==> src/rtl/vwes_ram.sv <==
// Generic single-write, single-read RAM with registered read data.
module vwes_ram #(
  parameter int Width = 8,
  parameter int Depth = 16
) (
  input  logic                     clk_i,
  input  logic                     we_i,
  input  logic [$clog2(Depth)-1:0] waddr_i,
  input  logic [Width-1:0]         wdata_i,
  input  logic [$clog2(Depth)-1:0] raddr_i,
  output logic [Width-1:0]         rdata_o
);

  logic [Width-1:0] mem_q [Depth];
  logic [Width-1:0] rdata_q;

  always_ff @(posedge clk_i) begin
    if (we_i) begin
      mem_q[waddr_i] <= wdata_i;
    end
  end

  always_ff @(posedge clk_i) begin
    rdata_q <= mem_q[raddr_i];
  end

  assign rdata_o = rdata_q;

endmodule

==> config.mk <==
export PLATFORM = sky130hd
export DESIGN_NAME = vwes_ram
export DESIGN_NICKNAME = d
export VERILOG_FILES = /design/src/rtl/vwes_ram.sv
export SDC_FILE = /design/constraint.sdc
export NUM_CORES = 1
export LEC_CHECK = 0
export ABC_AREA = 1
export BUFFER_PORTS_ARGS = -buffer_cell sky130_fd_sc_hd__buf_2
export CAP_MARGIN = 20
export CORE_MARGIN = 1
export CORE_UTILIZATION = 50
export CTS_BUF_LIST = sky130_fd_sc_hd__clkbuf_2 sky130_fd_sc_hd__clkbuf_4 sky130_fd_sc_hd__clkbuf_8
export DETAILED_ROUTE_END_ITERATION = 7
export PLACE_DENSITY = 0.7
export SYNTH_ARGS = -nofsm -noshare
export SYNTH_HDL_FRONTEND = slang
export SYNTH_SLANG_ARGS = --single-unit
==> constraint.sdc <==
create_clock -name clk_i -period 1.1 [get_ports clk_i]
set_input_delay 0.22 -clock clk_i [delete_from_list [all_inputs] [get_ports clk_i]]
set_output_delay 0.22 -clock clk_i [all_outputs]
set_load 0.01 [all_outputs]
Yosys cells after proc, flatten, opt, wreduce, memory -nomap -nowiden. Memories as Yosys holds them, arrays and structs flattened. A register that Yosys moved wholly into a read port is not among the register bits. Index checks and enable logic that the tools add are counted.

Multiplexer cells: 2.

Operators with widths (number): 1-bit 2-to-1 mux (2).

Memories kept: 1. Output and inout port bits: 8. Word-level logic and storage cells: 3. Register bits after elaboration: 0. Memory bits (writable): 128. Input port bits: 18.

Memory list: mem_q (words 16, width 8, rd ports 1, clocked after Yosys merged registers in 1, write ports 1, RTL line 14) `logic [Width-1:0] mem_q [Depth];`.

Longest topological paths before layout. Gate-level depths: netlist (run 1).

Depth in word-level cells: 2. Gate-level depth with buffers: 8. Gate-level depth less buffers: 7.

Least setup slack after synthesis (run 1). Ideal clock, no wire load.

Path type: input-to-reg. Start point: input port waddr_i[3]. End point: memory mem_q[4][0], enable pin. Path slack: -71 ps. Arrival time: 801 ps. Stages on the path: 2. Library setup time: 370 ps. Required time: 730 ps. Cells stage by stage: nand3b_1 -> nor2_1.

RTL lines: from (decl) (RTL line 8) `input logic [$clog2(Depth)-1:0] waddr_i,`; to (decl) (RTL line 14).

No word-level cell before the write port.

Final worst setup path (run 1).
Start point: register rdata_q[1], in the netlist rdata_o[1], read port of mem_q. End point: output port rdata_o[1].

RTL lines: from (decl) (RTL line 15) `logic [Width-1:0] rdata_q;`; to (decl) (RTL line 11) `output logic [Width-1:0] rdata_o`.

No word-level cell between the ends.

==> results.cfg, run 1 <==
[critical_path]
max_stage_delay_ns = 0.36
cp_top_family = flip-flops
regToRegSetupSlack_ns = 0.09
critPathArrivalTime_ns = 0.91
path_buf_inv = 1
cp_data_required_time_ns = 0.88
cp_slowest_cell = dfxtp_2
cp_max_fo = 1
reg2reg_from = mem_q[2][5]
crit_chain = buf_6
critPathCaptureType = output pin
critPathLaunchType = register
critical_path_class = register to output pin
r2r_cells = 6
r2r_end = rdata_o[5]
crit_path_start = rdata_o[1]

[timing]
max_slew_margin_pct = 73.6
drv_slew = 0
clock_skew_ns = 0.0112
setup_slack_ns = -0.0301
fmax_mhz = 885
worstMarginPinSlew_ns = 0.396
rsz0062_at_grt = yes
timing.final.crit_share_pct = 103
setup_viol = 1
timing_hold_violations_final = 0
finalCriticalPeriod_ns = 1.13

[cells_and_area]
final_common_cell = nand2_1
final_layout_size_suffix_gt1_share_pct = 16.6
antenna_cells = 0
final_nets = 621
areaGrowthSynthToFinish_pct = 15.9
layout_common_cells = nand2_1 (173), edfxtp_1 (128), inv_1 (100)
multiInputGateArea_um2 = 1240
final-seq-area_um2 = 4010
fin_util_pct = 60.6
finalNonFillerCells = 756
fill_cells = 913

[detailed_routing]
routedWlPerCell_um = 16.1
vias = 3861
wl_um = 12200
drt_iter0_markers = 271
viasPerCell = 5.11
dr.pass1.iters = 5
detail-route-antenna-nets = 0
drt_drc_violations_left = 0

[global_routing]
gr-usage-all-layers_pct = 23.0
grt_pass1_wl_um = 19200
antenna_found_initial = 0
grt_max_degree = 44
overflow = 0
grt_pass1_vias = 3682

[synth]
synthesis.nets = 569
ys_ff_latch = 136
seq_area_frac_synth_pct = 69.4
syn_inst = 551
yosysWarnings = 0
netlist_area_um2 = 5770
ys_types = 12
syn_avg_cell_area_um2 = 10.5

[clocking]
postCtsSetupBuffers = 0
path_clk_slew_ns = 0.08
tritoncts = done
root_buffer = clkbuf_8
cts_sinks = 136
htreeDepth = 4
clock_path_buffers = 2
clk_latency_ns = 0.44
cts_made_buffers = 17

[status]
violations = setup timing
status = finished, violations left

[hold_path]
hold_end = mem_q[1][6]
hold_path_depth = 1
worstHoldStart = wdata_i[6]
worstHoldPathType = input port to register

[die]
dieHeight_um = 109
pin_count = 26
start_util_pct = 52.3
fp.dieW_um = 109
die_area_um2 = 12000
row_count = 38
core-area_um2 = 11000

[job]
cap_violations = 0

[pwr]
vdd_drop_max_mv = 0.972
p_leak_nw = 2.91
p_per_area_nw_per_um2 = 1600

[place]
dpl.hpwl_um = 7840
io_buffer_count = 25
place_inst = 724
place.gp.congestion = 0.813
pre_cts_ws_ns = -0.187
[kinds of logic after synthesis]
logic type / Yosys count / synth area share [%]
buffers and inverters: 126 / 9.52
flip-flops: 136 / 69.4
AND/OR/NAND/NOR: 289 / 21.0
[registers in the layout, indices dropped and copies added, names as in the netlist]
signal / count
mem_q: 128
rdata_o: 8
[report_power, final]
group          internal [mW]  switching (mW)
Clock                   2.06            2.02
Sequential              5.79          0.0331
Combinational          0.272           0.514
Total                   8.11            2.57
[how the worst max path moves through the flow]
stage / end / slack [ns] / cells past startpoint
after CTS: rdata_o[1] / -0.06 / 1
after floorplan: mem_q[11][0] / -0.07 / 2
after global routing: rdata_o[1] / -0.07 / 1
after global placement: rdata_o[7] / -0.16 / 8
final: rdata_o[1] / -0.03 / 1
after detailed placement: rdata_o[7] / -0.19 / 8
[Yosys cell counts]
master    number  share of area, %
nand2_1      173                11
edfxtp_1     128                67
inv_1        100               6.5
nand3_1       97               8.4
nor2_1        17               1.1
buf_2         13               1.1
dfxtp_1        8               2.8
buf_6          6               1.2
buf_4          4              0.52
inv_2          2              0.13
nand3b_1       2              0.26
buf_1          1             0.065
[metrics by stage]
| step | area, um^2 | TNS (ns) | power, mW | hold slack, ns |
|---|---|---|---|---|
| floorplan | 5780 | -6.08 | 6.36 | 0.319 |
| global placement | 6240 | -9.99 | 6.68 | 0.616 |
| detailed placement | 6240 | -14.66 | 6.69 | 0.615 |
| CTS | 6650 | -0.145 | 10.7 | 0.161 |
| global route | 6680 | -0.312 | 11.0 | 0.169 |
| finish | 6680 | -0.0301 | 10.7 | 0.176 |
[area by class of cell]
class	instances	area share, %
clock inverters	15	2.53
clock buffers	17	3.50
flip-flops and latches	136	60.0
multi-input cells	289	18.6
well taps	140	2.62
inverters	102	5.73
repair buffers	57	7.06
[routing by layer]
| layer | global-route usage [%] | routed length, um |
|---|---|---|
| met5 | 0 | 0 |
| met4 | 10.5 | 288 |
| met3 | 6.94 | 878 |
| met2 | 37.0 | 6070 |
| met1 | 28.7 | 4940 |
[repair_timing]
action                     in CTS  in global routing
cloned                          0                  0
hold endpoints to repair        0                  0
pin swaps                       0                  1
setup endpoints to repair       8                 10
hold buffers                    0                  0
resized for setup               2                  7
Note: power is estimated with default switching activity, not from simulation.
==> run 2, diff against run 1 <==
BUFFER_PORTS_ARGS = -buffer_cell sky130_fd_sc_hd__buf_4   (was -buffer_cell sky130_fd_sc_hd__buf_2)
TNS_END_PERCENT = 100   (was unset)
==> results.cfg, run 2 (same netlist as run 1, synthesis figures left out) <==
[job]
cap_violations = 0

[critical_path]
r2r_cells = 6
cp_data_required_time_ns = 0.88
crit_path_start = rdata_o[3]
worstSetupEndpoint = rdata_o[3]
max_stage_delay_ns = 0.36
regToRegSetupSlack_ns = 0.02
cp_top_family = flip-flops
r2r_end = rdata_o[7]
cp_max_fo = 1
worstSetupPathDepth = 1
crit_chain = buf_6
critPathLaunchType = register
cp_slowest_cell = dfxtp_2
path_buf_inv = 1
critPathCaptureType = output pin
critPathArrivalTime_ns = 0.90
reg2reg_from = mem_q[1][7]
critical_path_class = register to output pin

[pwr]
p_per_area_nw_per_um2 = 1650
p_seq_share_pct = 52.0
finalPower_mw = 11.2
vdd_drop_max_mv = 0.967
p_clk_share_pct = 40.6
comb_power_share_pct = 7.4
swShare_pct = 21.2
p_sw_mw = 2.37
p_leak_nw = 2.97
cell_internal_pwr_mw = 8.85

[cells_and_area]
largest_reg_flops = 128
multiInputGateArea_um2 = 1240
final-seq-area_um2 = 4010
top_register = mem_q
final_common_cell = nand2_1
final_layout_size_suffix_gt1_share_pct = 16.8
final_area_um2 = 6810
final_nets = 618
fin_util_pct = 61.7
antenna_cells = 0
fill_cells = 906
areaGrowthSynthToFinish_pct = 18.0
layout_common_cells = nand2_1 (173), edfxtp_1 (128), inv_1 (100)
finalNonFillerCells = 753

[detailed_routing]
dr.pass1.iters = 5
viasPerCell = 5.30
vias = 3993
drt_drc_violations_left = 0
drt_iter0_markers = 216
detail-route-antenna-nets = 0
routedWlPerCell_um = 17.1
wl_um = 12900

[die]
start_util_pct = 52.3
die_area_um2 = 12000
row_count = 38
core-area_um2 = 11000
fp.dieW_um = 109
pin_count = 26
dieHeight_um = 109

[place]
io_buffer_count = 25
dpl.hpwl_um = 8150
place.gp.congestion = 0.878
pre_cts_ws_ns = -0.217
dpl-instance-area_um2 = 6310
place_inst = 721

[hold_path]
worstHoldPathType = input port to register

[timing]
clock_skew_ns = 0.0107
setup_viol = 3
rsz0062_at_grt = yes
timing.final.crit_share_pct = 102
max_slew_margin_pct = 80.1
setup-tns-final_ns = -0.0508
setup_slack_ns = -0.0183
worstMarginPinSlew_ns = 0.298
finalCriticalPeriod_ns = 1.12
timing_hold_violations_final = 0
whs_ns = 0.0958
fmax_mhz = 894
drv_slew = 0

[global_routing]
grt_pass1_vias = 4001
grt_pass1_wl_um = 20400
antenna_found_initial = 0
gr-usage-all-layers_pct = 24.1
grt_max_degree = 48
overflow = 0

[clocking]
root_buffer = clkbuf_8
tritoncts = done
htreeDepth = 4
clock_path_buffers = 2
clk_latency_ns = 0.44
postCtsSetupBuffers = 0
cts_made_buffers = 17
cts_sinks = 136
path_clk_slew_ns = 0.08

[status]
status = finished, violations left
violations = setup timing
==> run 2: cell count changes in the layout (fill, tap and decap cells not counted), sizes merged <==
cell | before | now
buf | 57 | 54
bufinv | 2 | 4
clkbuf | 17 | 23
clkinv | 4 | 5
clkinvlp | 4 | 0
inv | 107 | 102
==> run 2: per-layer routing <==
| layer | part of all wire [%] | vias up | global-route usage, % | wire (um) |
|---|---|---|---|---|
| li1 | - | 1867 | - | - |
| met1 | 41 | 1949 | 30.4 | 5270 |
| met2 | 50 | 142 | 38.9 | 6440 |
| met3 | 5.3 | 35 | 5.28 | 679 |
| met4 | 3.5 | 0 | 12.8 | 456 |
| met5 | 0 | - | 0 | 0 |
==> run 2: layout make-up <==
| type | instances | area share (%) |
|---|---|---|
| clock buffer | 23 | 4.47 |
| tap | 140 | 2.57 |
| multi-input combinational | 289 | 18.2 |
| clock inverter | 9 | 2.13 |
| sequential | 136 | 59.0 |
| inverter | 102 | 5.63 |
| timing repair buffer | 54 | 8.05 |
==> run 2: what timing repair did <==
action,4_1_cts,5_1_grt
pin swaps,0,0
setup endpoints to repair,8,10
hold buffers,0,0
gates resized for setup,13,5
==> run 2: power by group through the flow <==
stage	Clock [mW]	Combinational (mW)	Sequential, mW
2_1_floorplan	0	0.412	5.95
3_3_place_gp	0	0.789	5.94
3_5_place_dp	0	0.807	5.94
4_1_cts	4.61	0.830	5.84
5_1_grt	4.83	0.910	5.85
6_report	4.55	0.830	5.84
==> run 2: how the worst min path moves through the flow <==
stage                          start           to  slack, ns  depth (start not counted)
after global routing      raddr_i[3]   rdata_o[2]       0.09                          3
final                     raddr_i[3]   rdata_o[7]        0.1                          3
after CTS                 raddr_i[3]   rdata_o[7]       0.08                          3
after detailed placement  raddr_i[3]   rdata_o[7]       0.55                          3
after global placement    raddr_i[3]   rdata_o[7]       0.55                          3
after floorplan           wdata_i[0]  mem_q[0][0]       0.32                          0
==> run 3, diff against run 2 <==
CORE_UTILIZATION = 57   (was 50)
PLACE_DENSITY = 0.78   (was 0.7)
RECOVER_POWER = 100   (was unset)
==> results.cfg, run 3 (same netlist as run 1, synthesis figures left out) <==
[detailed_routing]
dr.pass1.iters = 5
detail-route-antenna-nets = 0
routedWlPerCell_um = 17.2
viasPerCell = 5.32
wl_met3_um = 1130
drt_iter0_markers = 371
wl_um = 12800
wl_met2_um = 6360
drt_drc_violations_left = 0
top_layer = met4
m1WireLength_um = 5010
vias = 3970

[critical_path]
cp_top_family = flip-flops
path_buf_inv = 1
critPathCaptureType = output pin
critical_path_class = register to output pin
cp_data_required_time_ns = 0.88
critPathLaunchType = register
cp_max_fo = 1
crit_chain = buf_6
critPathArrivalTime_ns = 0.89
cp_slowest_cell = dfxtp_2
max_stage_delay_ns = 0.33

[cells_and_area]
fill_cells = 705
final_nets = 618
largest_reg_flops = 128
final_common_cell = nand2_1
top_register = mem_q
layout_common_cells = nand2_1 (173), edfxtp_1 (128), inv_1 (100)
final_layout_size_suffix_gt1_share_pct = 14.0
areaGrowthSynthToFinish_pct = 15.7
antenna_cells = 0
final_area_um2 = 6670

[timing]
timing.final.crit_share_pct = 101
setup_slack_ns = -0.00617
worstMarginPinSlew_ns = 0.866
fmax_mhz = 904
rsz0062_at_grt = yes
timing_hold_violations_final = 0
setup_viol = 1
drv_slew = 0
max_slew_margin_pct = 42.2
finalCriticalPeriod_ns = 1.11
clock_skew_ns = 0.00888
setup-tns-final_ns = -0.00617

[die]
dieHeight_um = 103
start_util_pct = 59.0
pin_count = 26
die_area_um2 = 10500
fp.dieW_um = 103
core-area_um2 = 9770
row_count = 36

[clocking]
path_clk_slew_ns = 0.07
cts_sinks = 136
root_buffer = clkbuf_8
htreeDepth = 4
clk_latency_ns = 0.44
tritoncts = done
clock_path_buffers = 2
cts_made_buffers = 17
postCtsSetupBuffers = 0

[status]
status = finished, violations left
violations = setup timing

[job]
cap_violations = 0

[place]
place.gp.congestion = 0.853
pre_cts_ws_ns = -0.210
dpl-instance-area_um2 = 6270
io_buffer_count = 25
dpl.hpwl_um = 7640

[pwr]
p_leak_nw = 2.90
finalPower_mw = 11.4
p_per_area_nw_per_um2 = 1700
vdd_drop_max_mv = 1.10

[global_routing]
grt_pass1_vias = 3746
grt_max_degree = 65
antenna_found_initial = 0
overflow = 0
gr-usage-all-layers_pct = 27.0
grt_pass1_wl_um = 19900

[hold_path]
worstHoldPathType = input port to register
## run 3: cell type report
class	instances	area (um^2)	share of cell area [%]
clock buffer	24	305	4.58
timing repair buffer	54	412	6.17
inverter	102	383	5.74
sequential	136	4010	60.2
tap	133	166	2.49
clock inverter	8	168	2.51
multi-input combinational	289	1220	18.3
## run 3: what timing repair did
item                       4_1_cts  5_1_grt
hold buffers                     0        0
gates resized for setup         14        4
cloned                           0        0
setup endpoints to repair        8       10
## run 3: routing by layer
layer | up-vias | global-route usage [%]
met5 | - | 0
met4 | 0 | 11.9
met3 | 31 | 6.98
met2 | 213 | 42.7
met1 | 1855 | 35.7
li1 | 1871 | -
## run 3: final timing paths
| kind | from | end | slack, ns | depth (start not counted) |
|---|---|---|---|---|
| worst max-delay path | rdata_o[7] | rdata_o[7] | -0.006 | 1 |
| worst min-delay path | raddr_i[3] | rdata_o[2] | 0.21 | 4 |
| worst max register to register | mem_q[1][6] | rdata_o[6] | 0.06 | 6 |
| worst min register to register | mem_q[11][2] | rdata_o[2] | 0.68 | 6 |
## run 3: power breakdown
group	leakage [nW]	switching [mW]	internal (mW)	total [mW]
Sequential	1.22	0.0411	5.80	5.84
Clock	0.241	1.76	2.98	4.73
Combinational	1.44	0.522	0.275	0.797
Total	2.90	2.32	9.05	11.4
## run 3: through the flow
step	hold WS (ns)	instances	util, %
detailed placement	0.572	714	64.2
CTS	0.104	746	69.4
global placement	0.564	714	64.2
finish	0.205	746	68.3
global route	0.204	746	68.3
floorplan	0.319	551	-
