--- src/rtl/vwes_pkg.sv ---
// Shared types, sizes and codes for the vertex weld scan block.
package vwes_pkg;

  // Store depths.
  localparam int MAX_UNIQUE         = 4096;
  localparam int MAX_INPUT_VERTICES = 4096;

  localparam int UNIQUE_IDX_W = $clog2(MAX_UNIQUE);
  localparam int UNIQUE_CNT_W = $clog2(MAX_UNIQUE + 1);
  localparam int MAP_IDX_W    = $clog2(MAX_INPUT_VERTICES);
  localparam int MAP_CNT_W    = $clog2(MAX_INPUT_VERTICES + 1);

  // Field widths fixed by the stream format.
  localparam int COORD_W     = 32;
  localparam int TOL_W       = 31;
  localparam int OLD_INDEX_W = 12;
  localparam int NEW_INDEX_W = 12;
  localparam int OP_W        = 2;
  localparam int STATUS_W    = 2;

  // Stream widths.
  localparam int VERTEX_W       = 8 * COORD_W;
  localparam int S_TDATA_W      = ((VERTEX_W + OLD_INDEX_W + 7) / 8) * 8;
  localparam int M_TDATA_W      = ((NEW_INDEX_W + 7) / 8) * 8;
  localparam int M_TUSER_W      = 1 + STATUS_W;
  localparam int CFG_IDX_W      = 3;
  localparam int MAP_ENTRY_W    = UNIQUE_IDX_W + 1;

  // Operation codes.
  localparam logic [OP_W-1:0] OP_ADD   = 2'd0;
  localparam logic [OP_W-1:0] OP_REMAP = 2'd1;
  localparam logic [OP_W-1:0] OP_CLEAR = 2'd2;

  // Status codes.
  localparam logic [STATUS_W-1:0] ST_OK       = 2'd0;
  localparam logic [STATUS_W-1:0] ST_FULL     = 2'd1;
  localparam logic [STATUS_W-1:0] ST_UNMAPPED = 2'd2;

  // Configuration register indexes.
  localparam logic [CFG_IDX_W-1:0] CFG_POS_TOL = 3'd0;
  localparam logic [CFG_IDX_W-1:0] CFG_NRM_TOL = 3'd1;
  localparam logic [CFG_IDX_W-1:0] CFG_TEX_TOL = 3'd2;
  localparam logic [CFG_IDX_W-1:0] CFG_NRM_EN  = 3'd3;
  localparam logic [CFG_IDX_W-1:0] CFG_TEX_EN  = 3'd4;

  // One vertex; pos_x sits in the lowest bits, as on the input stream.
  typedef struct packed {
    logic signed [COORD_W-1:0] tex_v;
    logic signed [COORD_W-1:0] tex_u;
    logic signed [COORD_W-1:0] normal_z;
    logic signed [COORD_W-1:0] normal_y;
    logic signed [COORD_W-1:0] normal_x;
    logic signed [COORD_W-1:0] pos_z;
    logic signed [COORD_W-1:0] pos_y;
    logic signed [COORD_W-1:0] pos_x;
  } vertex_t;

  // Matching controls handed to the compare unit.
  typedef struct packed {
    logic [TOL_W-1:0] pos_tol;
    logic [TOL_W-1:0] nrm_tol;
    logic [TOL_W-1:0] tex_tol;
    logic             nrm_en;
    logic             tex_en;
  } match_cfg_t;

  typedef enum logic [2:0] {
    S_IDLE,
    S_SCAN,
    S_COMMIT,
    S_MAP_RD,
    S_MAP_CHK,
    S_RESP
  } state_e;

endpackage

--- src/rtl/vwes_match.sv ---
// Tolerance compare unit: one incoming vertex against one stored vertex per cycle.
module vwes_match (
  input  vwes_pkg::vertex_t    probe_i,
  input  vwes_pkg::vertex_t    stored_i,
  input  vwes_pkg::match_cfg_t cfg_i,
  output logic                 hit_o
);

  // Exact |a - b| <= tol, taken one bit wider so it never wraps.
  function automatic logic near(input logic signed [vwes_pkg::COORD_W-1:0] a,
                                input logic signed [vwes_pkg::COORD_W-1:0] b,
                                input logic [vwes_pkg::TOL_W-1:0]          tol);
    logic signed [vwes_pkg::COORD_W:0] diff;
    logic        [vwes_pkg::COORD_W:0] mag;
    diff = $signed({a[vwes_pkg::COORD_W-1], a}) - $signed({b[vwes_pkg::COORD_W-1], b});
    mag  = diff[vwes_pkg::COORD_W] ? $unsigned(-diff) : $unsigned(diff);
    return mag <= {{(vwes_pkg::COORD_W + 1 - vwes_pkg::TOL_W){1'b0}}, tol};
  endfunction

  logic pos_ok;
  logic nrm_ok;
  logic tex_ok;

  assign pos_ok = near(probe_i.pos_x, stored_i.pos_x, cfg_i.pos_tol)
                & near(probe_i.pos_y, stored_i.pos_y, cfg_i.pos_tol)
                & near(probe_i.pos_z, stored_i.pos_z, cfg_i.pos_tol);

  assign nrm_ok = near(probe_i.normal_x, stored_i.normal_x, cfg_i.nrm_tol)
                & near(probe_i.normal_y, stored_i.normal_y, cfg_i.nrm_tol)
                & near(probe_i.normal_z, stored_i.normal_z, cfg_i.nrm_tol);

  assign tex_ok = near(probe_i.tex_u, stored_i.tex_u, cfg_i.tex_tol)
                & near(probe_i.tex_v, stored_i.tex_v, cfg_i.tex_tol);

  assign hit_o = pos_ok & (~cfg_i.nrm_en | nrm_ok) & (~cfg_i.tex_en | tex_ok);

endmodule

--- config.mk ---
export PLATFORM = sky130hd
export DESIGN_NAME = vwes_match
export DESIGN_NICKNAME = d
export VERILOG_FILES = /design/src/rtl/vwes_pkg.sv /design/src/rtl/vwes_match.sv
export SDC_FILE = /design/constraint.sdc
export NUM_CORES = 1
export LEC_CHECK = 0
export BUFFER_PORTS_ARGS = -buffer_cell sky130_fd_sc_hd__buf_2
export CAP_MARGIN = 20
export CORE_UTILIZATION = 40
export DETAILED_ROUTE_END_ITERATION = 7
export GPL_TIMING_DRIVEN = 0
export PLACE_DENSITY = 0.68
export SLEW_MARGIN = 30
export SYNTH_ARGS = -nofsm -noshare
export SYNTH_HDL_FRONTEND = slang
export SYNTH_SLANG_ARGS = --single-unit
--- constraint.sdc ---
create_clock -name vclk -period 6.15
set_clock_uncertainty 0.15 [all_clocks]
set_input_delay 0.3075 -clock vclk [all_inputs]
set_output_delay 0.3075 -clock vclk [all_outputs]
set_load 0.02 [all_outputs]
* Yosys cells after proc, flatten, opt, wreduce, memory -nomap -nowiden
Cells that the tools add are included.
W data, S select, Z words.
** Word-level totals
- Bits in registers :: 0
- Latch bits :: 0
- Memory bits (writable) :: 0
- Bits in read-only memories :: 0
- Output and inout bits :: 1
- Word-level logic and storage cells :: 43
- Memories :: 0
** Operators by class
- Add/subtract/negate cells :: 16
- $mul :: 0
- Divide/modulo/power cells :: 0
- Magnitude comparators :: 8
- Eq/ne operators :: 0
- Shifts and indexed selects :: 0
- Multiplexer cells :: 8
- Bitwise logic cells :: 11
- Reduce and logical (&&, ||, !) cells :: 0
** Operators with widths (number)
- $le A33 B31 Y1 :: 8
- $mux W33 :: 8
- $neg A33 Y33 :: 8
- $sub A32 B32 Y33 :: 8
- $and A1 B1 Y1 :: 7
- $not A1 Y1 :: 2
- $or A1 B1 Y1 :: 2

* Depth between registers and ports, before layout
Gate-level depths: netlist (run 1).
- Depth in word-level cells :: 9
- Mapped depth :: 29

* Least setup slack after synthesis (run 1)
No wires, ideal clock.
- Path type :: in2out
- Start :: in probe_i[128] (netlist bit)
- End :: out hit_o
- Data arrival time :: 5926 ps
- Data required time :: 5693 ps
- Setup slack :: -234 ps
- Stages :: 26
- Path through :: inv_1 > ha_1 > fa_1 > nand2b_1 > a21o_1 > nand2_1 > a31oi_1 > xnor2_1 > or4_4 > or4b_2 > or2_2 > o21ai_0 > xor2_1 > ha_1 > a21o_1 > a21o_1 > a21oi_1 > o21ai_0 > a2111oi_0 > a21oi_1 > a21oi_1 > o211ai_1 > a211oi_1 > o211a_1 > a41oi_1 > nor4_2
** Between the ends
- Longest elaborated chain between the ends :: 9
** Ends and longest elaborated chain
- start: declaration :: RTL line vwes_match.sv:3 : input vwes_pkg::vertex_t probe_i,
- $sub A32 B32 Y33 * :: RTL line vwes_match.sv:15 : diff = $signed({a[vwes_pkg::COORD_W-1], a}) - $signed({b[vwes_pkg::COORD_W-1], b});
- $neg A33 Y33 :: RTL line vwes_match.sv:16 : mag = diff[vwes_pkg::COORD_W] ? $unsigned(-diff) : $unsigned(diff);
- $mux W33 * :: RTL line vwes_match.sv:16
- $le A33 B31 Y1 * :: RTL line vwes_match.sv:17 : return mag <= {{(vwes_pkg::COORD_W + 1 - vwes_pkg::TOL_W){1'b0}}, tol};
- $and A1 B1 Y1 * :: RTL line vwes_match.sv:29 : & near(probe_i.normal_y, stored_i.normal_y, cfg_i.nrm_tol)
- $and A1 B1 Y1 * :: RTL line vwes_match.sv:30 : & near(probe_i.normal_z, stored_i.normal_z, cfg_i.nrm_tol);
- $or A1 B1 Y1 * :: RTL line vwes_match.sv:35 : assign hit_o = pos_ok & (~cfg_i.nrm_en | nrm_ok) & (~cfg_i.tex_en | tex_ok);
- $and A1 B1 Y1 * (2 in series) :: RTL line vwes_match.sv:35
- end: declaration :: RTL line vwes_match.sv:6 : output logic hit_o
Every way passes the cells marked *; elsewhere a longest branch is shown, timed or not.

* Final worst setup path (run 1)
- Start :: in probe_i[131] (netlist bit)
- End :: out hit_o
Same word-level chain as after synthesis.

==> flow_summary.yaml, run 1 <==
global_route:
  grt_max_degree: 12
  grt_antenna_before_repair: 28
  grt_remaining_overflow: 0
  track_usage: 0.267
  grt_pass1_vias: 30200
  grt_pass1_wl_um: 156000
final_layout:
  regArea_um2: 0
  final_cells: 5791
  layout_common_cells: "buf_2 (614), ha_1 (503), inv_1 (437)"
  nFillCells: 7149
  clkbuf_count: 0
  synthToLayoutAreaGrowth_pct: 21.1
  fin_area_um2: 33700
  drive_above_1_share: 0.189
  seq_cells: 0
  mostFrequentLayoutCell: "buf_2"
  nets: 5967
routing:
  final_antenna_net_count: 0
  wirelength_um: 102000
  dr_wl_met2_um: 46900
  wl_met3_um: 6210
  vias: 33700
  wl_per_cell_um: 17.7
  drt_first_pass_iters: 8
  avgViaCountPerCell: 5.82
  met1_length_um: 45600
  drt_iter0_markers: 2686
  drc: 0
  top_layer: "met5"
synthesis:
  synth_fp_nets: 5323
  ys_seq_area_frac: 0
  yosys-top-cells-area: "ha_1 (23%), xnor2_1 (8.2%), a21oi_1 (7.4%), inv_1 (5.9%), o21ai_0 (5.3%)"
  synth_area_per_cell_um2: 6.63
  syn_inst: 4196
  syn-cell-area_um2: 27800
  synth_top_cell_area_share: 0.230
  synth_warnings: 0
  synth_top_area_cell: "ha_1"
  synth_cell_types: 90
floorplan:
  start_util: 0.405
  io_pins: 608
  rows: 96
  die_area_um2: 70600
  core-area_um2: 68700
  fp.dieH_um: 266
  die_width_um: 266
worst_hold_path:
  whs_endpoint: "hit_o"
  min_path_cells: 5
  hp-class: "primary input to output pin"
  min_from: "cfg_i[0]"
worst_setup_path:
  crit_fanout: 4
  critical_path.startpoint: "probe_i[131]"
  crit_arrival_ps: 6280
  start_kind: "primary input"
  required_ps: 5690
  criticalPathCategory: "primary input to output pin"
  endpoint_kind: "output pin"
timing:
  post-route-period-util: 1.10
  maxSlewViolCount: 0
  tightest_slew_ps: 923
  fmax_mhz: 148
  rsz0062_at_grt: "yes"
  min_period_ps: 6740
  max_slew_margin: 0.379
  hold_violations: 0
  setup_viol: 1
  worst_slack_ps: -589
placement:
  io_buffers: 608
  placed_area_um2: 32100
  place_hpwl_um: 88200
  place_inst: 5735
  place_congestion: 1.00
pwr:
  peakVddDrop_mv: 0.0553
  power.density_nw_per_um2: 148
  clkPwrFrac: 0
  power_frac_comb: 1.000
  intPower_mw: 2.09
  power.switching_mw: 2.92
  sequentialPowerShare: 0
  swShare: 0.582
  leakagePower_nw: 16.2
outcome:
  violations: "negative setup slack"
  status: "finished with violations"
job:
  cap_violations: 0
clocking:
  cts_hold_buf: 0
[critical path, cell delays in order]
cell       delay (ps)
buf_2             120
ha_4              250
and2_4            180
a221oi_4          380
a21oi_4           120
a21boi_2          240
xnor2_2            90
or4_4             570
or4_4             540
or4_4             600
o31ai_4           200
xnor2_1           190
ha_1              300
nand3_2           100
nor2_1             80
a2111oi_4         390
a21oi_2           120
a21oi_1           130
o211ai_1          200
a211oi_1          280
o211a_1           260
a41oi_4           160
nor4_4            290
buf_6             170
[through the flow]
stage	total power [mW]	setup TNS, ps	util	hold WS (ps)	setup slack [ps]
after floorplan	3.44	0	-	776	5.73
after global placement	4.55	-1500	0.467	1190	-1500
after detailed placement	4.62	-1480	0.467	1200	-1480
after CTS	4.75	-742	0.476	1170	-742
after global routing	5.56	-854	0.490	1090	-854
final	5.01	-589	0.491	1080	-589
[per-layer routing]
metal / vias up / GRT usage
met2: 1242 / 0.449
met3: 177 / 0.0222
met4: 12 / 0.0876
li1: 16700 / -
met5: - / 0
met1: 15600 / 0.358
[synthesized netlist by cell type (12+ instances only)]
master,count
o211ai_1,49
and2_1,43
nand2b_1,31
o41ai_1,16
ha_1,512
nor4_1,42
clkbuf_1,99
o22ai_1,12
nor3_1,84
xnor2_1,261
a221oi_1,12
a21boi_0,18
inv_1,440
a21oi_1,414
nand3_1,101
xor2_1,151
o31ai_1,40
and4_1,22
o21ai_0,297
or3_1,35
nor2_1,322
a211oi_1,48
and3_1,41
o21bai_1,22
a311oi_1,14
a211o_1,15
a41oi_1,13
o21a_1,44
nand4_1,109
a2111oi_0,20
nand2_1,348
or4_1,20
o2111ai_1,18
a31oi_1,52
or2_2,21
nor3b_1,15
nor2b_1,49
a21o_1,149
o31a_1,13
[cell families after synthesis]
kind of cell,count (synthesis),share of synthesized area
XOR/XNOR,412,0.130
AND/OR/NAND/NOR,1340,0.242
AO/OA/AOI/OAI,1359,0.312
buffers and inverters,548,0.0742
multiplexers,17,0.00638
adder cells (fa/ha/maj),520,0.236
[worst max-delay path by stage]
stage,slack (ps),to
after floorplan,6,hit_o
after global placement,-1500,hit_o
after detailed placement,-1480,hit_o
after CTS,-740,hit_o
after global routing,-850,hit_o
final,-590,hit_o
[power by group through the flow]
stage	sequential (mW)	combinational, mW	clock, mW
after floorplan	0	3.44	0
after global placement	0	4.55	0
after detailed placement	0	4.62	0
after CTS	0	4.75	0
after global routing	0	5.56	0.000000305
final	0	5.01	0.000000256
[timing repair]
action                     4_1_cts  5_1_grt
resized for setup              113      164
pin swaps                       36       75
gates cloned                     0        1
setup endpoints to repair        1        1
setup buffers                   17       35
hold endpoints to repair         0        0
[layout make-up]
| type | count | area [µm²] | area share |
|---|---|---|---|
| Antenna cell | 22 | 55.1 | 0.00163 |
| Buffer | 89 | 367 | 0.0109 |
| Inverter | 440 | 1650 | 0.0490 |
| Multi-Input combinational cell | 3649 | 27000 | 0.801 |
| Tap cell | 931 | 1160 | 0.0346 |
| Timing Repair Buffer | 660 | 3460 | 0.103 |
No activity file was read; power rests on OpenSTA's default activity.
==> inputs of run 2 (changes only) <==
--- a/config.mk
+++ b/config.mk
@@ -10,6 +10,7 @@
 export CORE_UTILIZATION = 40
 export DETAILED_ROUTE_END_ITERATION = 7
 export GPL_TIMING_DRIVEN = 0
+export MAX_ROUTING_LAYER = met4
 export PLACE_DENSITY = 0.68
 export SLEW_MARGIN = 30
 export SYNTH_ARGS = -nofsm -noshare
==> run 2 against run 1 <==
  * The flow still finishes with violations (negative setup slack)
  * Utilization increased by 0.95 points
  * Clock-buffer cell count unchanged
  * Routed wire length increased by 1.8%
  * Critical path type unchanged
==> flow_summary.yaml, run 2 (synthesized netlist as in run 1, its figures left out) <==
outcome:
  status: "finished with violations"
  violations: "negative setup slack"
placement:
  place_hpwl_um: 88300
  io_buffers: 608
  place_congestion: 1.02
  place_ws_ps: -1480
timing:
  hold_violations: 0
  min_period_ps: 6670
  fmax_mhz: 150
  maxSlewViolCount: 0
  finalSetupTns_ps: -516
  rsz0062_at_grt: "yes"
  max_slew_margin: 0.347
  setup_viol: 1
  tightest_slew_ps: 955
  worst_slack_ps: -516
  post-route-period-util: 1.08
clocking:
  cts_hold_buf: 0
routing:
  final_antenna_net_count: 0
  wl_per_cell_um: 17.8
  drt_iter0_markers: 2548
  vias: 33800
  drt_first_pass_iters: 6
  drc: 0
  avgViaCountPerCell: 5.80
  wirelength_um: 104000
worst_setup_path:
  slowest_delay_ps: 530
  crit_arrival_ps: 6210
  criticalPathCategory: "primary input to output pin"
  required_ps: 5690
  cpMostUsedCell: "nor2_1"
  critical_path.startpoint: "probe_i[44]"
  cpMaxStageDelayCell: "a2111oi_1"
  endpoint_kind: "output pin"
  cp-endpoint: "hit_o"
  path_cells: "buf_2, ha_1, a21oi_1, o21ai_0, a21o_1, and2_1, a2111oi_1, xnor2_1, or4_1, or4_1, nor2_1, nor2_1, xor2_1, ha_1, nand2_1, nor2_1, a2111oi_1, a21oi_1, nand4b_1, a2111oi_2, o211ai_1, nor4_4, buf_6"
  crit_fanout: 5
  start_kind: "primary input"
global_route:
  grt_remaining_overflow: 0
  grt_pass1_wl_um: 159000
  grt_max_degree: 11
  grt_pass1_vias: 30700
  grt_antenna_before_repair: 26
  track_usage: 0.280
floorplan:
  io_pins: 608
  rows: 96
  die_width_um: 266
  start_util: 0.405
  die_area_um2: 70600
  fp.dieH_um: 266
  core-area_um2: 68700
worst_hold_path:
  hp-class: "primary input to output pin"
final_layout:
  layout_common_cells: "buf_2 (611), ha_1 (491), inv_1 (435)"
  regArea_um2: 0
  synthToLayoutAreaGrowth_pct: 23.4
  mostFrequentLayoutCell: "buf_2"
  seq_cells: 0
  nFillCells: 7087
  clkbuf_count: 0
  nets: 6010
  drive_above_1_share: 0.205
job:
  cap_violations: 0
pwr:
  peakVddDrop_mv: 0.0733
  power.density_nw_per_um2: 149
  p_total_mw: 5.13
  leakagePower_nw: 16.5
## run 2: cell count changes in the layout (fill, tap and decap cells not counted), sizes merged
| cell | change |
|---|---|
| a311oi | -1 |
| buf | +49 |
| clkbuf | -5 |
## run 2: worst min-delay path by stage
stage,startpoint,to,slack (ps),cells past startpoint
6_report,cfg_i[0],hit_o,1080,5
4_1_cts,cfg_i[1],hit_o,1140,5
5_1_grt,cfg_i[0],hit_o,1110,5
3_3_place_gp,cfg_i[1],hit_o,1190,5
3_5_place_dp,cfg_i[1],hit_o,1180,5
2_1_floorplan,cfg_i[1],hit_o,780,3
## run 2: routing by layer
layer / wire [µm] / part of all wire / GRT usage / up-vias
li1: - / - / - / 16800
met1: 46300 / 0.45 / 0.365 / 15700
met2: 48200 / 0.46 / 0.462 / 1230
met3: 6530 / 0.063 / 0.0255 / 161
met4: 2970 / 0.029 / 0.0728 / 0
met5: 0 / 0 / - / -
## run 2: layout make-up
class	instances	area, µm²	area share
diodes	22	55.1	0.00160
plain buffers	85	368	0.0107
inverters	440	1650	0.0481
multi-input cells	3648	27300	0.794
well taps	931	1160	0.0339
repair buffers	708	3830	0.111
## run 2: repair_timing
| action | CTS | global route |
|---|---|---|
| resized for setup | 152 | 197 |
| endpoints found under the setup margin | 1 | 1 |
| pin swaps | 61 | 99 |
| setup buffers | 55 | 45 |
| hold endpoints to repair | 0 | 0 |
## run 2: through the flow
stage	util	hold WS [ps]	instances	instance area (µm²)
final	0.500	1080	5834	34400
after global placement	0.467	1190	5735	32100
after CTS	0.482	1140	5780	33100
after detailed placement	0.467	1180	5735	32100
after floorplan	-	776	4196	27900
after global routing	0.500	1110	5834	34400
## run 2: worst max-delay path: cells and delay by family
kind	cells	cell delay, ps
AOI/OAI and AO/OA	8	2490
xor gates and xnor gates	2	350
adders and majority gates	2	700
buffers and inverters	2	280
and+or+nand+nor	9	2080
## run 2: power breakdown
group          switching, mW  internal [mW]
logic                   2.97           2.16
registers                  0              0
clock network              0    0.000000481
total                   2.97           2.16
